`src/rtl/assert_macros.svh`:
```
// ---------------------------------------------------------------------------
// Assertion macros
// Small wrappers for concurrent assertions on clk with synchronous reset.
// ---------------------------------------------------------------------------
`ifndef ASSERT_MACROS_SVH
`define ASSERT_MACROS_SVH

// Implication check, disabled during reset.
`define ASSERT_IMPL(label, clk, rst, ante, cons, msg) \
  label: assert property (@(posedge clk) disable iff (rst) (ante) |-> (cons)) \
    else $error(msg);

// Plain invariant, disabled during reset.
`define ASSERT_ALWAYS(label, clk, rst, expr, msg) \
  label: assert property (@(posedge clk) disable iff (rst) (expr)) else $error(msg);

`endif

```
`src/rtl/rgbc_pkg.sv`:
```
// ---------------------------------------------------------------------------
// RGBC to HSL package
// Shared widths, constants and the classified-sample struct.
// ---------------------------------------------------------------------------
package rgbc_pkg;

  localparam int CountW   = 16;
  localparam int PctW     = 7;
  localparam int HueW     = 9;
  localparam int QDepthDef = 32;

  localparam logic [PctW-1:0] PctFull = 7'd100;

  // hue branch select
  typedef enum logic [2:0] {
    BR_RED  = 3'b001,
    BR_GRN  = 3'b010,
    BR_BLU  = 3'b100
  } branch_t;

  // front end result, carried through the queue
  typedef struct packed {
    logic          clear_zero;
    logic          grey;
    branch_t       branch;
    logic          neg;        // numerator term below zero
    logic [PctW-1:0] num_mag;  // |hue numerator difference|, <= 100
    logic [PctW-1:0] dif;      // max - min
    logic [PctW:0]   sum;      // max + min
  } sample_t;

endpackage

```
`src/rtl/rgbc_queue.sv`:
```
// ---------------------------------------------------------------------------
// RGBC sample queue
// Small FIFO between front and back ends; holds in-flight pipeline beats.
// ---------------------------------------------------------------------------
module rgbc_queue
  import rgbc_pkg::*;
#(
  parameter int Depth = QDepthDef
) (
  input  logic    clk,
  input  logic    rst,
  input  logic    wr_en,
  input  sample_t wr_data,
  input  logic    rd_en,
  output logic    rd_valid,
  output sample_t rd_data,
  output logic [$clog2(Depth+1)-1:0] count
);

  localparam int AW = (Depth > 1) ? $clog2(Depth) : 1;

  sample_t        mem [Depth];
  logic [AW-1:0]  wp, rp;

  always_ff @(posedge clk) begin
    if (rst) begin
      wp <= '0; rp <= '0; count <= '0;
    end else begin
      if (wr_en) wp <= (wp == AW'(Depth-1)) ? '0 : wp + 1'b1;
      if (rd_en) rp <= (rp == AW'(Depth-1)) ? '0 : rp + 1'b1;
      count <= count + (wr_en ? 1'b1 : 1'b0) - (rd_en ? 1'b1 : 1'b0);
    end
    if (wr_en) mem[wp] <= wr_data;
  end

  assign rd_valid = (count != '0);
  assign rd_data  = mem[rp];

endmodule

```
`config.mk`:
```
export PLATFORM = sky130hd
export DESIGN_NAME = rgbc_queue
export DESIGN_NICKNAME = d
export VERILOG_FILES = /design/src/rtl/assert_macros.svh /design/src/rtl/rgbc_pkg.sv /design/src/rtl/rgbc_queue.sv
export SDC_FILE = /design/constraint.sdc
export NUM_CORES = 1
export LEC_CHECK = 0
export ABC_AREA = 1
export BUFFER_PORTS_ARGS = -buffer_cell sky130_fd_sc_hd__buf_2
export CORE_ASPECT_RATIO = 1.2
export CORE_UTILIZATION = 60
export CTS_BUF_LIST = sky130_fd_sc_hd__clkbuf_16
export DETAILED_ROUTE_END_ITERATION = 8
export PLACE_DENSITY = 0.77
export SLEW_MARGIN = 20
export SYNTH_ARGS = -nofsm -noshare
export SYNTH_HDL_FRONTEND = slang
export SYNTH_SLANG_ARGS = --single-unit
```
`constraint.sdc`:
```
create_clock -name clk -period 4.3 [get_ports clk]
set_input_delay 0 -clock clk [delete_from_list [all_inputs] [get_ports clk]]
set_output_delay 0 -clock clk [all_outputs]
set_load 0.005 [all_outputs]
```
Word-level counts from Yosys, hierarchy flattened --
Memories as Yosys holds them, arrays and structs flattened. A register that Yosys moved wholly into a read port is not among the register bits. Index checks and enable logic that the tools add are counted.
Operators by class: $add $sub $neg 4, equality and inequality tests 2, muxes and demuxes 8, reduce and logical (&&, ||, !) cells 1
Operator list (count):
- two-way mux 5 bit | 4
- adder 5 x 1 -> 5 bit (second input constant) | 2
- equality test 5 bit (second input constant) | 2
- adder 6 x 1 -> 6 bit | 1
- nonzero test 6 bit | 1
- subtractor 6 x 1 -> 6 bit | 1
- two-way mux 1 bit | 4
Word-level totals: flip-flop bits (word level) 16, bits in writable memories 896, input bits 32, output and inout bits 35, memories kept 1
Memory list:
- mem | words 32, bits a word 28, rd ports 1, clocked after memory_dff 1, write ports 1, line rgbc_queue.sv:22 | sample_t mem [Depth];

Depth between registers and ports, before layout --
depth in word-level cells 4, depth in mapped cells 12, gate-level depth less buffers 10

Worst setup path before layout --
OpenSTA, ideal clock, no wires.
path type reg-to-reg, start point reg wp[0], end point mem mem[15][0] (netlist name) (enable), data arrival time 2.599 ns, required time 3.852 ns, setup slack 1.252 ns, cell stages (with the launch flop) 4, buffers on the path 0, period minus slack after synthesis 3.048 ns, path through dfxtp_1 > ha_1 > inv_1 > nor3_1
RTL lines:
- start, declared | line rgbc_queue.sv:23 | logic [AW-1:0] wp, rp;
- start signal, assigned | line rgbc_queue.sv:29 | if (wr_en) wp <= (wp == AW'(Depth-1)) ? '0 : wp + 1'b1;
- end, declared | line rgbc_queue.sv:22
Straight into the memory's write port.

==> results.md <==
* CP Buf/Inv Count at 2
* Number of diodes at 0
* Leakage at 15.2 nW
* Final WS setup at 0.849 ns
* Syn Nets at 3237
* Die area at 64100 sq um
* CP Cell Sequence: buf_4 -> nand2_1 -> nand3_1 -> nand3_1 -> nand2_1 -> nand2_1 -> nand2_1 -> nand2_1 -> nand2_1 -> buf_2
* Wire length on met2 at 45.8 mm
* Skew final at 0.0292 ns
* Crit path top cell by count: nand2_1
* Pin count of the biggest net entering global routing at 259
* Syn avg cell area at 11.9 sq um
* Detail Placement HPWL at 48.9 mm
* Setup-failing EPs final at 0
* Routed WL at 93.6 mm
* H-Tree Depth at 3
* Post-Layout Cell Count at 4107
* RSZ-0062 raised after global routing: no
* Yosys cell types at 30
* Pre-CTS WS at 1.60 ns
* First drt pass iteration count at 6
* Grt ovf at 0
* Post-route antenna net violation count at 0
* Worst r2r src: wp[1]
* Sum Neg Setup Slack at 0 ns
* WP data required at 4.30 ns
* Final Max Tran Viols at 0
* Most common cell after layout, fill and taps aside: nand2_1
* Commonest cells after routing, fill and taps aside: nand2_1 (1214), edfxtp_1 (896), nand3_1 (678)
* Number of port buffers at 66
* Initial core utilization at 60.9%
* Die Wd at 231 um
* Final Hold Fails at 0
* Period minus WS final at 3.45 ns
* Fillers at 4173
* Clock transition at path regs at 0.06 ns
* Vias/cell at 6.06
* Antenna violations before repair at 0
* Ports at 67
* Placed insts at 3919
* Clk root buf: clkbuf_16
* P per Cell Area at 450 nW/um^2
* Top-area cell type share of the netlist area at 71.0%
* Synthesis-to-layout area growth at 9.49%
* Number of global-route vias before repair at 24229
* CP arrival at 3.45 ns
* Postcts setup bufs at 0
* First-iteration detailed-routing DRC count at 3494
* CTS tree: built
* # clock sinks at 917
* CP max FO at 93
* Dominant cell type by area after synthesis: edfxtp_1
* GRT Total Usage at 29.4%
* Synth area leaders: edfxtp_1 (71%), nand2_1 (12%), nand3_1 (9.0%)
* Area of the mapped netlist at 37900 sq um
* Cell Area, Placed at 38500 sq um
* Worst skew pair latency at 0.64 ns
* Final #Nets at 3273
* DIE HEIGHT at 277 um
* Final core occ at 66.7%
* Core Region at 62200 sq um
* Mapped Cells at 3189
* Final period util at 80.3%
* Hold WC Path Type: in -> reg
* Peak supply drop at 0.300 mV
* Worst slew pin tran at 1.16 ns
* Multi-input logic area at 9160 sq um
* Critical Path End Type: primary output
* Max-Cap Viols at 0
* HP Start: rst
* Share of post-route cells with drive strength above 1 at 9.91%
* Routed met3 length at 10.3 mm
* Fmax at 290 MHz
* M1 WL at 34.1 mm
* Synth warnings at 0
* Via Count at 24905
* R2R setup slack at 1.55 ns
* Crit Path Class: reg -> out
* RePlAce Congestion at 0.871
* Row cnt at 100
* Critical Path Source Type: flop
* Sequential area share after synthesis at 72.1%
* DRC at 0
* Slowest-stage cell, CP: buf_4
* Clk buf depth at 3
* Outcome: finished, final reports clean
* Post-DR wirelength/cell at 22.8 um
* CTS buffer count at 84
* Hold buffers post-CTS at 32
* Post-route cell area at 41500 sq um
* First-pass GRT wire length at 142 mm
* FF+latch count, synth at 917
* Crit path largest cell delay at 0.84 ns
* DR top layer: met4
* Max transition margin at 22.6%
* Crit path max-delay family: simple AND/OR/NAND/NOR gates
* PostCTS Resize Cnt at 0
* Sequential cell area at 27300 sq um
-- cell usage after synthesis --
| master | n |
|---|---|
| dfxtp_1 | 21 |
| inv_4 | 1 |
| inv_1 | 27 |
| ha_1 | 15 |
| nand4_1 | 3 |
| nor2_1 | 41 |
| o21ai_0 | 6 |
| buf_2 | 77 |
| nand3_1 | 678 |
| clkbuf_8 | 1 |
| xor2_1 | 1 |
| nor3_1 | 13 |
| nand3_2 | 1 |
| a21o_1 | 1 |
| edfxtp_1 | 896 |
| inv_12 | 1 |
| buf_8 | 3 |
| buf_4 | 39 |
| a31oi_1 | 2 |
| buf_12 | 8 |
| buf_6 | 49 |
| inv_2 | 1 |
| nand2_1 | 1214 |
| o31ai_1 | 1 |
| a21oi_1 | 9 |
| a211oi_1 | 1 |
| clkinv_1 | 1 |
| fa_1 | 1 |
| clkbuf_1 | 14 |
| nand2_2 | 63 |
-- cells by family after synthesis --
| family | count (synthesis) | share of synthesized area, % |
|---|---|---|
| flops | 917 | 72.1 |
| simple gates | 2013 | 22.7 |
| buf+inv | 222 | 4.31 |
| fa+ha+maj | 16 | 0.548 |
| xor+xnor | 1 | 0.0231 |
| compound gates | 20 | 0.291 |
-- state kept, by name (all words and copies together) (netlist names), named ones only --
signal,count
count,6
rp,5
wp,5
mem,896
-- path summary, 6_finish.rpt --
check,to,depth (start not counted)
min reg2reg,flop,2
max reg2reg,mem[4][27],5
max,rd_data[19],10
min,count[0],3
-- area by class of cell --
| cell class | count | area share (%) |
|---|---|---|
| Sequential cell | 917 | 65.9 |
| Multi-Input combinational cell | 2050 | 22.1 |
| Clock buffer | 87 | 5.25 |
| Timing Repair Buffer | 141 | 2.96 |
| Tap cell | 816 | 2.46 |
| Clock inverter | 65 | 0.996 |
| Inverter | 31 | 0.338 |
-- per-layer routing --
layer  GRT usage (%)  vias to the layer above
li1                -                    11164
met1            39.7                    11956
met2            48.1                     1561
met3            4.09                      224
met4            12.4                        0
met5               0                        -
-- through the flow --
step                      hold slack, ns  power, W
after floorplan                   0.0667    0.0112
after global placement             0.184    0.0116
after detailed placement           0.198    0.0117
after CTS                         0.0680    0.0187
after global routing               0.110    0.0192
final                             0.0986    0.0187
-- power by group --
part	leakage (nW)	total, W	switching, W	internal, W
clock network	1.34	0.00708	0.00319	0.00390
registers	8.25	0.00996	0.0000599	0.00990
logic	5.56	0.00164	0.00116	0.000476
total	15.2	0.0187	0.00441	0.0143
-- worst reg2reg max path, delay by kind of cell (launching register included) --
kind,cells,cell delay (ns)
flip-flops,1,0.33
buffers and inverters,2,0.52
adder cells (fa/ha/maj),1,0.16
AND/OR/NAND/NOR,2,1.43
(Power assumes the default switching activity.)
