[src/rtl/assert_macros.svh]
// ---------------------------------------------------------------------------
// Assertion macros
// Small wrappers for concurrent assertions on clk with synchronous reset.
// ---------------------------------------------------------------------------
`ifndef ASSERT_MACROS_SVH
`define ASSERT_MACROS_SVH

// Implication check, disabled during reset.
`define ASSERT_IMPL(label, clk, rst, ante, cons, msg) \
  label: assert property (@(posedge clk) disable iff (rst) (ante) |-> (cons)) \
    else $error(msg);

// Plain invariant, disabled during reset.
`define ASSERT_ALWAYS(label, clk, rst, expr, msg) \
  label: assert property (@(posedge clk) disable iff (rst) (expr)) else $error(msg);

`endif

[src/rtl/rgbc_pkg.sv]
// ---------------------------------------------------------------------------
// RGBC to HSL package
// Shared widths, constants and the classified-sample struct.
// ---------------------------------------------------------------------------
package rgbc_pkg;

  localparam int CountW   = 16;
  localparam int PctW     = 7;
  localparam int HueW     = 9;
  localparam int QDepthDef = 32;

  localparam logic [PctW-1:0] PctFull = 7'd100;

  // hue branch select
  typedef enum logic [2:0] {
    BR_RED  = 3'b001,
    BR_GRN  = 3'b010,
    BR_BLU  = 3'b100
  } branch_t;

  // front end result, carried through the queue
  typedef struct packed {
    logic          clear_zero;
    logic          grey;
    branch_t       branch;
    logic          neg;        // numerator term below zero
    logic [PctW-1:0] num_mag;  // |hue numerator difference|, <= 100
    logic [PctW-1:0] dif;      // max - min
    logic [PctW:0]   sum;      // max + min
  } sample_t;

endpackage

[src/rtl/rgbc_divider.sv]
// ---------------------------------------------------------------------------
// Pipelined restoring divider
// One quotient bit per stage; numerator and divisor unsigned.
// ---------------------------------------------------------------------------
module rgbc_divider #(
  parameter int NumW = 16,
  parameter int DenW = 16,
  parameter int TagW = 1
) (
  input  logic            clk,
  input  logic            rst,
  input  logic            en,
  input  logic            in_valid,
  input  logic [NumW-1:0] num,
  input  logic [DenW-1:0] den,
  input  logic [TagW-1:0] in_tag,
  output logic            out_valid,
  output logic [NumW-1:0] quo,
  output logic [TagW-1:0] out_tag
);

  logic [NumW-1:0] n_q   [NumW+1];
  logic [NumW-1:0] q_q   [NumW+1];
  logic [DenW:0]   r_q   [NumW+1];
  logic [DenW-1:0] d_q   [NumW+1];
  logic [TagW-1:0] t_q   [NumW+1];
  logic [NumW:0]   v_q;

  always_comb begin
    n_q[0] = num;
    q_q[0] = '0;
    r_q[0] = '0;
    d_q[0] = den;
    t_q[0] = in_tag;
    v_q[0] = in_valid;
  end

  for (genvar s = 0; s < NumW; s++) begin : g_stage
    logic [DenW+1:0] trial;
    logic [DenW+1:0] shifted;
    always_comb begin
      shifted = {r_q[s], n_q[s][NumW-1-s]};
      trial   = shifted - {2'b00, d_q[s]};
    end
    always_ff @(posedge clk) begin
      if (rst) begin
        v_q[s+1] <= 1'b0;
      end else if (en) begin
        v_q[s+1] <= v_q[s];
      end
      if (en) begin
        n_q[s+1] <= n_q[s];
        d_q[s+1] <= d_q[s];
        t_q[s+1] <= t_q[s];
        if (!trial[DenW+1]) begin
          r_q[s+1] <= trial[DenW:0];
          q_q[s+1] <= q_q[s] | (NumW'(1) << (NumW-1-s));
        end else begin
          r_q[s+1] <= shifted[DenW:0];
          q_q[s+1] <= q_q[s];
        end
      end
    end
  end

  assign out_valid = v_q[NumW];
  assign quo       = q_q[NumW];
  assign out_tag   = t_q[NumW];

endmodule

[src/rtl/rgbc_back.sv]
// ---------------------------------------------------------------------------
// RGBC back end
// Hue and saturation divisions, final assembly, output register.
// ---------------------------------------------------------------------------
module rgbc_back
  import rgbc_pkg::*;
(
  input  logic                  clk,
  input  logic                  rst,
  input  logic                  en,
  input  logic                  in_valid,
  input  sample_t               in_sample,
  output logic                  out_valid,
  output logic [HueW-1:0]       hue,
  output logic [PctW-1:0]       saturation,
  output logic [PctW-1:0]       lightness,
  output logic                  clear_zero
);

  localparam int HNumW = 13;  // 60*100
  localparam int SNumW = 14;  // 100*100
  localparam int TagW  = 1 + 1 + 3 + 1 + PctW;

  logic [PctW:0]   sden;
  logic [PctW-1:0] lit;
  always_comb begin
    lit  = in_sample.sum[PctW:1];
    sden = (lit <= PctW'(50)) ? in_sample.sum : 8'd200 - in_sample.sum;
  end

  logic [HNumW-1:0] hq;
  logic [SNumW-1:0] sq;
  logic             hv;
  logic [TagW-1:0]  tag;

  // grey beats divide by one to keep dividers defined
  rgbc_divider #(.NumW(HNumW), .DenW(PctW), .TagW(TagW)) u_div_h (
    .clk, .rst, .en, .in_valid,
    .num(HNumW'(in_sample.num_mag) * HNumW'(60)),
    .den(in_sample.grey ? PctW'(1) : in_sample.dif),
    .in_tag({in_sample.clear_zero, in_sample.grey, in_sample.branch,
             in_sample.neg, lit}),
    .out_valid(hv), .quo(hq), .out_tag(tag));
  // pad so both finish together
  logic [SNumW-1:0] sq_raw;
  rgbc_divider #(.NumW(SNumW), .DenW(PctW+1), .TagW(1)) u_div_s (
    .clk, .rst, .en, .in_valid,
    .num(SNumW'(in_sample.dif) * SNumW'(100)),
    .den(in_sample.grey ? (PctW+1)'(1) : sden),
    .in_tag(1'b0), .out_valid(), .quo(sq_raw), .out_tag());
  logic [HNumW-1:0] hq_d;
  logic [TagW-1:0]  tag_d;
  logic             hv_d;
  always_ff @(posedge clk) begin
    if (rst) hv_d <= 1'b0;
    else if (en) hv_d <= hv;
    if (en) begin
      hq_d <= hq; tag_d <= tag;
    end
  end
  assign sq = sq_raw;

  logic          t_cz, t_grey, t_neg;
  logic [2:0]    t_br_raw;
  branch_t       t_br;
  logic [PctW-1:0] t_lit;
  logic [HueW:0]   h;
  always_comb begin
    {t_cz, t_grey, t_br_raw, t_neg, t_lit} = tag_d;
    t_br = branch_t'(t_br_raw);
    unique case (t_br)
      BR_RED:  h = t_neg ? 10'd360 - 10'(hq_d) : 10'(hq_d);
      BR_GRN:  h = t_neg ? 10'd120 - 10'(hq_d) : 10'd120 + 10'(hq_d);
      BR_BLU:  h = t_neg ? 10'd240 - 10'(hq_d) : 10'd240 + 10'(hq_d);
      default: h = '0;
    endcase
  end

  always_ff @(posedge clk) begin
    if (rst) out_valid <= 1'b0;
    else if (en) out_valid <= hv_d;
    if (en) begin
      clear_zero <= t_cz;
      if (t_cz) begin
        hue <= '0; saturation <= '0; lightness <= '0;
      end else if (t_grey) begin
        hue <= '0; saturation <= '0; lightness <= t_lit;
      end else begin
        hue <= h[HueW-1:0]; saturation <= sq[PctW-1:0]; lightness <= t_lit;
      end
    end
  end

endmodule

[config.mk]
export PLATFORM = sky130hd
export DESIGN_NAME = rgbc_back
export DESIGN_NICKNAME = d
export VERILOG_FILES = /design/src/rtl/assert_macros.svh /design/src/rtl/rgbc_pkg.sv /design/src/rtl/rgbc_divider.sv /design/src/rtl/rgbc_back.sv
export SDC_FILE = /design/constraint.sdc
export NUM_CORES = 1
export LEC_CHECK = 0
export ABC_AREA = 1
export BUFFER_PORTS_ARGS = -buffer_cell sky130_fd_sc_hd__buf_2
export CORE_ASPECT_RATIO = 0.75
export CORE_MARGIN = 5
export CORE_UTILIZATION = 61
export CTS_BUF_LIST = sky130_fd_sc_hd__clkbuf_2 sky130_fd_sc_hd__clkbuf_4 sky130_fd_sc_hd__clkbuf_8
export DETAILED_ROUTE_END_ITERATION = 6
export PLACE_DENSITY = 0.78
export SKIP_CTS_REPAIR_TIMING = 1
export SLEW_MARGIN = 20
export SYNTH_ARGS = -nofsm -noshare
export SYNTH_HDL_FRONTEND = slang
export SYNTH_SLANG_ARGS = --single-unit
[constraint.sdc]
create_clock -name clk -period 4.2 [get_ports clk]
set_input_delay 0.21 -clock clk [delete_from_list [all_inputs] [get_ports clk]]
set_output_delay 0.21 -clock clk [all_outputs]
set_load 0.05 [all_outputs]
# Yosys cells after proc, flatten, opt, wreduce, memory -nomap -nowiden
# Cells that the tools add are included.
dict set report word_totals {
  register_bits 946
  output_inout_bits 25
  word_cells 221
  input_bits 32
}
dict set report op_classes {
  reduce_logical 1
  addsub 33
  n_eq_ne 3
  n_mul 2
  n_lt_le_gt_ge 1
  n_mux 32
}
# operator n
set ops {}
lappend ops {{$mux 9} 15}
lappend ops {{$sub 10x8->10} 13}
lappend ops {{$sub 9x7->9} 12}
lappend ops {{$mux 8} 13}
lappend ops {{$pmux 9 s3} 1}
lappend ops {{$mul 7x5->12 const B} 1}
lappend ops {{$mul 7x4->11 const B} 1}
lappend ops {{$add 7x9->9 const A} 1}
lappend ops {{$add 8x9->9 const A} 1}
lappend ops {{$sub 1x8->9} 1}
lappend ops {{$sub 7x9->9 const A} 1}
lappend ops {{$sub 8x9->9 const A} 1}
lappend ops {{$sub 9x9->9 const A} 1}
lappend ops {{$sub 1x7->8} 1}
lappend ops {{$sub 8x8->8 const A} 1}
lappend ops {{$le 7x6->1 const B} 1}
lappend ops {{$mux 7} 1}
lappend ops {{$eq 3x1->1 const B} 1}
lappend ops {{$eq 3x2->1 const B} 1}
lappend ops {{$eq 3x3->1 const B} 1}
lappend ops {{$mux 1} 2}
lappend ops {{$reduce_or 2->1} 1}

# Longest topological paths before layout
dict set report depth {
  word_depth 5
  depth_mapped 18
  depth_no_buf 18
}

# Hierarchy
# A second synthesis with hierarchy kept.
dict set report unflattened {
  cells_unflattened 4377
  hier_area_um2 49133.4
}
# module seq_area_each_um2 cells_per_inst area_per_inst_um2 instances
set by_module_without_submodules {}
lappend by_module_without_submodules {{rgbc_divider at u_div_h} 15815.2 1787 23017.1 1}
lappend by_module_without_submodules {{rgbc_divider at u_div_s} 13222.7 2144 22216.3 1}
lappend by_module_without_submodules {rgbc_back 1421.4 446 3900.0 1}

# Worst setup path before layout
# Ideal clock, no wire load.
dict set report synth_timing {
  path_type {input -> register}
  start {in in_sample[19] in the netlist's numbering}
  end {reg u_div_h.r_q (netlist bit u_div_h.g_stage[1].shifted[1]) (data pin)}
  stages 15
  path_slack_ns 0.976
  n_path_buf 0
  required_time_ns 3.929
  arrival_time_ns 2.953
  path_cell_list {inv_1 fa_1 fa_1 inv_1 ha_1 nand3_1 nand3_1 nand4_1 nand3_1 xnor2_1 ha_1 inv_1 nand2_1 nor4_1 mux2i_1}
}
dict set report synth_via {
  elab_chain_len 3
}
# element line
set synth_lines {}
lappend synth_lines {{start, declared} rgbc_back.sv:12} ;# input sample_t in_sample,
lappend synth_lines {{$mul 7x4->11 (*)} rgbc_back.sv:39} ;# .num(HNumW'(in_sample.num_mag) * HNumW'(60)),
lappend synth_lines {{$sub 1x7->8} rgbc_divider.sv:43} ;# trial = shifted - {2'b00, d_q[s]};
lappend synth_lines {{$mux 1 (*)} rgbc_divider.sv:55} ;# if (!trial[DenW+1]) begin
lappend synth_lines {{end signal, assigned by index} rgbc_divider.sv:56} ;# r_q[s+1] <= trial[DenW:0];
lappend synth_lines {{end signal, assigned by index} rgbc_divider.sv:59} ;# r_q[s+1] <= shifted[DenW:0];
lappend synth_lines {{end, declared} rgbc_divider.sv:24} ;# logic [DenW:0] r_q [NumW+1];
# Every way passes the cells marked *; elsewhere a longest branch is shown, timed or not.
# A chain may end at the register's enable or synchronous reset.

# Worst setup path in the final report
dict set report layout_timing {
  start {in in_sample[10] in the netlist's numbering}
  end {reg u_div_s.r_q (netlist bit u_div_s.g_stage[1].shifted[1]) (data pin)}
}
dict set report layout_via {
  elab_chain_len 3
}
# element line
set layout_lines {}
lappend layout_lines {{$mul 7x5->12 (*)} rgbc_back.sv:48} ;# .num(SNumW'(in_sample.dif) * SNumW'(100)),
lappend layout_lines {{$sub 1x8->9} rgbc_divider.sv:43}
lappend layout_lines {{$mux 1 (*)} rgbc_divider.sv:55}
lappend layout_lines {{end signal, assigned by index} rgbc_divider.sv:56}
lappend layout_lines {{end signal, assigned by index} rgbc_divider.sv:59}
lappend layout_lines {{end, declared} rgbc_divider.sv:24}
# Marks and branches as above.

==> results.md <==
- GR Util met2: 29.09%
- Reg2Reg Depth: 8
- Register area share after synthesis: 63.06%
- Fmax: 284.2 MHz
- GRT Resource Usage Total: 17.69%
- Worst Hold Class: in2reg
- CP endpoint kind: flip-flop
- Leading cell type in the layout, fill and taps excluded: edfxtp_1
- RR Endpoint: u_div_h.g_stage[5].shifted[1]$_DFFE_PP_
- CP Buf/Inv Count: 4
- R2R Path Start: u_div_h.d_q[63]$_DFFE_PP_
- Met1 GRT Util: 23.29%
- Post-synth ARST share: 0%
- Setup TNS: 0 ns
- Final setup fails: 0
- Relative slew slack: around a third
- Synth unique cells: 46
- R2R Setup Slk: 1.71 ns
- Largest fanout on the critical path: 5
- NumNets Final: 3825
- Final hold slack: 0.01439 ns
- Cells along the critical path: dlygate4sd3_1 -> buf_2 -> ha_1 -> ha_1 -> fa_1 -> ha_1 -> a21oi_1 -> nand2_1 -> nand4_1 -> nand3_1 -> xor2_1 -> inv_1 -> ha_1 -> inv_1 -> ha_1 -> nand3_1 -> nor2_1 -> nand2_1 -> nand2_1 -> nand2_1
- Fin. max-slew vios: 0
- Run status: finished, final reports clean
- Sink Count: 825
- Pleak: 18.60 nW
- Data required, critical path: 4.69 ns
- Peak supply drop: 0.0003061 V
- Main synth FF type: edfxtp_1
- Site Rows: 80
- Worst-Skew Late Latency: around 0.75 ns
- Post-Syn Instances: approximately 3300
- Die area: slightly below 70000 sq um
- CTS tree: yes
- Fin Clk Skew: 0.02711 ns
- CTS Root Cell: clkbuf_8
- Top delay family on crit path: adder cells
- Vias/cell: a little over 5
- Crit Path Class: in2reg
- Clock Path Buffers: 3
- ANT nets after route: 0
- Fraction of final layout cells with drive strength greater than 1: 9.876%
- PortBufs: between 50 and 60
- Io pins: 57
- Most frequent CP cell: ha_1
- Most frequent cells in the layout: 810 x edfxtp_1, 741 x nand2_1, 470 x inv_1
- CP startpoint kind: input pin
- Worst Tran Pin Value: between 1 and 1.5 ns
- DRC Markers: 0
- Antenna violations before repair: 0
- DPL Wire Length: 41350 um
- Via count: 23010
- Grt met3 use: 3.550%
- Congestion Overflow GR: 0
- Die Y: 229.1 um
- Period minus WS final: 3.518 ns
- Synth Warn #: 0
- Pwr dens: 632.3 nW/um^2
- Tcrit/Tclk final: 83.76%
- Clk pin slew, worst setup/hold paths: 0.06 ns
- Worst Hold Path EP: u_div_h.d_q[85]$_DFFE_PP_
- Die width: between 300 and 400 um
- DR iter-0 viols: about 1400
- Layout area overhead: 10.77%
- GP Congestion: between 0.9 and 1
- CP Data Arrival Time: 4.01 ns
- Synth Register Bits: 825
- Hold_sp: en
- Crit path largest cell delay: 0.53 ns
- DR WL/cell: ~13 um
- ANT cells: 0
- Number of global-route vias before repair: 22590
- Hold Vio Cnt, Final: 0
- Drt pass-1 iters: 5
- Post-Route WL: ~60000 um
- RSZ-0062 raised after global routing: false
- Inserted Clock Buffers: 130
- CP max-delay cell: dlygate4sd3_1
- Maxcap violations: 0
- Largest net degree at the start of global routing: 111
- WHS Path Cells: 1
- H-tree depth: 4
- Core area: 63460 sq um
- Mapped cell area: 39050 sq um
- Initial Util: 61.53%
- EDFF count, synth: around 800
- First-pass GRT wire length: 102700 um
- Busiest grt layer: met2
- Synthesized area per cell: 11.80 sq um
## per-layer routing
layer  vias up  part of all wire [%]
met4         0                   2.6
met3       128                   4.1
met5         -                     0
li1      11830                     -
met2       421                    48
met1     10630                    45
## cells in the mapped netlist (17+ instances only)
cell type  instances  share of area, %
nand3_1          151               1.9
nand4_1           42              0.67
o21bai_1          24              0.46
o21ai_1           44              0.56
xor2_1           113               2.5
nor3_1            21              0.27
nand2_1          741               7.1
o31ai_1           20              0.38
fa_1              36               1.8
o21ai_0           93               1.2
nand2_2           29              0.46
edfxtp_1         810                62
a21o_1            17              0.33
a21oi_1          133               1.7
ha_1             239               7.7
inv_1            470               4.5
o21ai_2           35              0.79
nor2_1           118               1.1
xnor2_1           51               1.1
## per-stage QoR
stage	std cells	instance area [sq um]	power [mW]	util (%)	setup WS (ns)
floorplan	3315	39070	19.13	-	0.9758
global placement	4221	40420	20.46	63.69	0.5857
detailed placement	4221	40420	20.80	63.69	0.4810
CTS	4450	42990	27.58	67.75	1.317
global route	4476	43250	29.52	68.16	0.4495
finish	4476	43250	27.35	68.16	0.6819
## registers in the layout (all words and copies together), names as in the netlist, 7 cells and up
name and cells:
saturation 7, u_div_s.n_q 55, u_div_h.n_q 45, u_div_h.t_q 156, u_div_s.g_stage.shifted 128, u_div_h.d_q 84, u_div_h.g_stage.shifted 106, u_div_s.quo 7
u_div_s.q_q 21, u_div_h.v_q 12, hue 9, hq_d 9, u_div_s.d_q 104, u_div_h.out_tag 13, lightness 7, tag_d 13
u_div_h.quo 9, u_div_h.q_q 36
## layout make-up
cell class / instances / area, sq um
multi-input combinational: 1992 / 12460
fill: 4629 / 20210
clock inverter: 55 / 432.9
timing repair buffer: 96 / 743.2
inverter: 473 / 1775
tap: 861 / 1077
sequential: 825 / 24620
clock buffer: 174 / 2145
## cells by family after synthesis
family                     synth area share, %
other                                 0.009603
and+or+nand+nor                          11.96
DFF                                      63.06
muxes                                  0.02563
xor gates and xnor gates                 3.678
AOI/OAI and AO/OA                        6.668
buffers and inverters                    5.098
adders and majority gates                9.504
## worst max-delay path by stage
| stage | from | to | slack [ns] | cells after the start |
|---|---|---|---|---|
| after global routing | in_sample[10] | u_div_s.g_stage[1].shifted[1]$_DFFE_PP_ | 0.45 | 20 |
| after detailed placement | in_sample[19] | u_div_h.g_stage[1].shifted[5]$_SDFFCE_PN0P_ | 0.48 | 17 |
| after global placement | in_sample[19] | u_div_h.g_stage[1].shifted[1]$_DFFE_PP_ | 0.59 | 16 |
| final | in_sample[10] | u_div_s.g_stage[1].shifted[1]$_DFFE_PP_ | 0.68 | 20 |
| after CTS | in_sample[19] | u_div_h.g_stage[1].shifted[5]$_SDFFCE_PN0P_ | 1.32 | 17 |
| after floorplan | in_sample[19] | u_div_h.g_stage[1].shifted[1]$_DFFE_PP_ | 0.98 | 15 |
## report_power, final
part           switching [mW]  internal (mW)
Clock                    2.99           3.70
Sequential              0.780           11.3
Combinational            5.30           3.31
No activity file was read; power rests on OpenSTA's default activity.
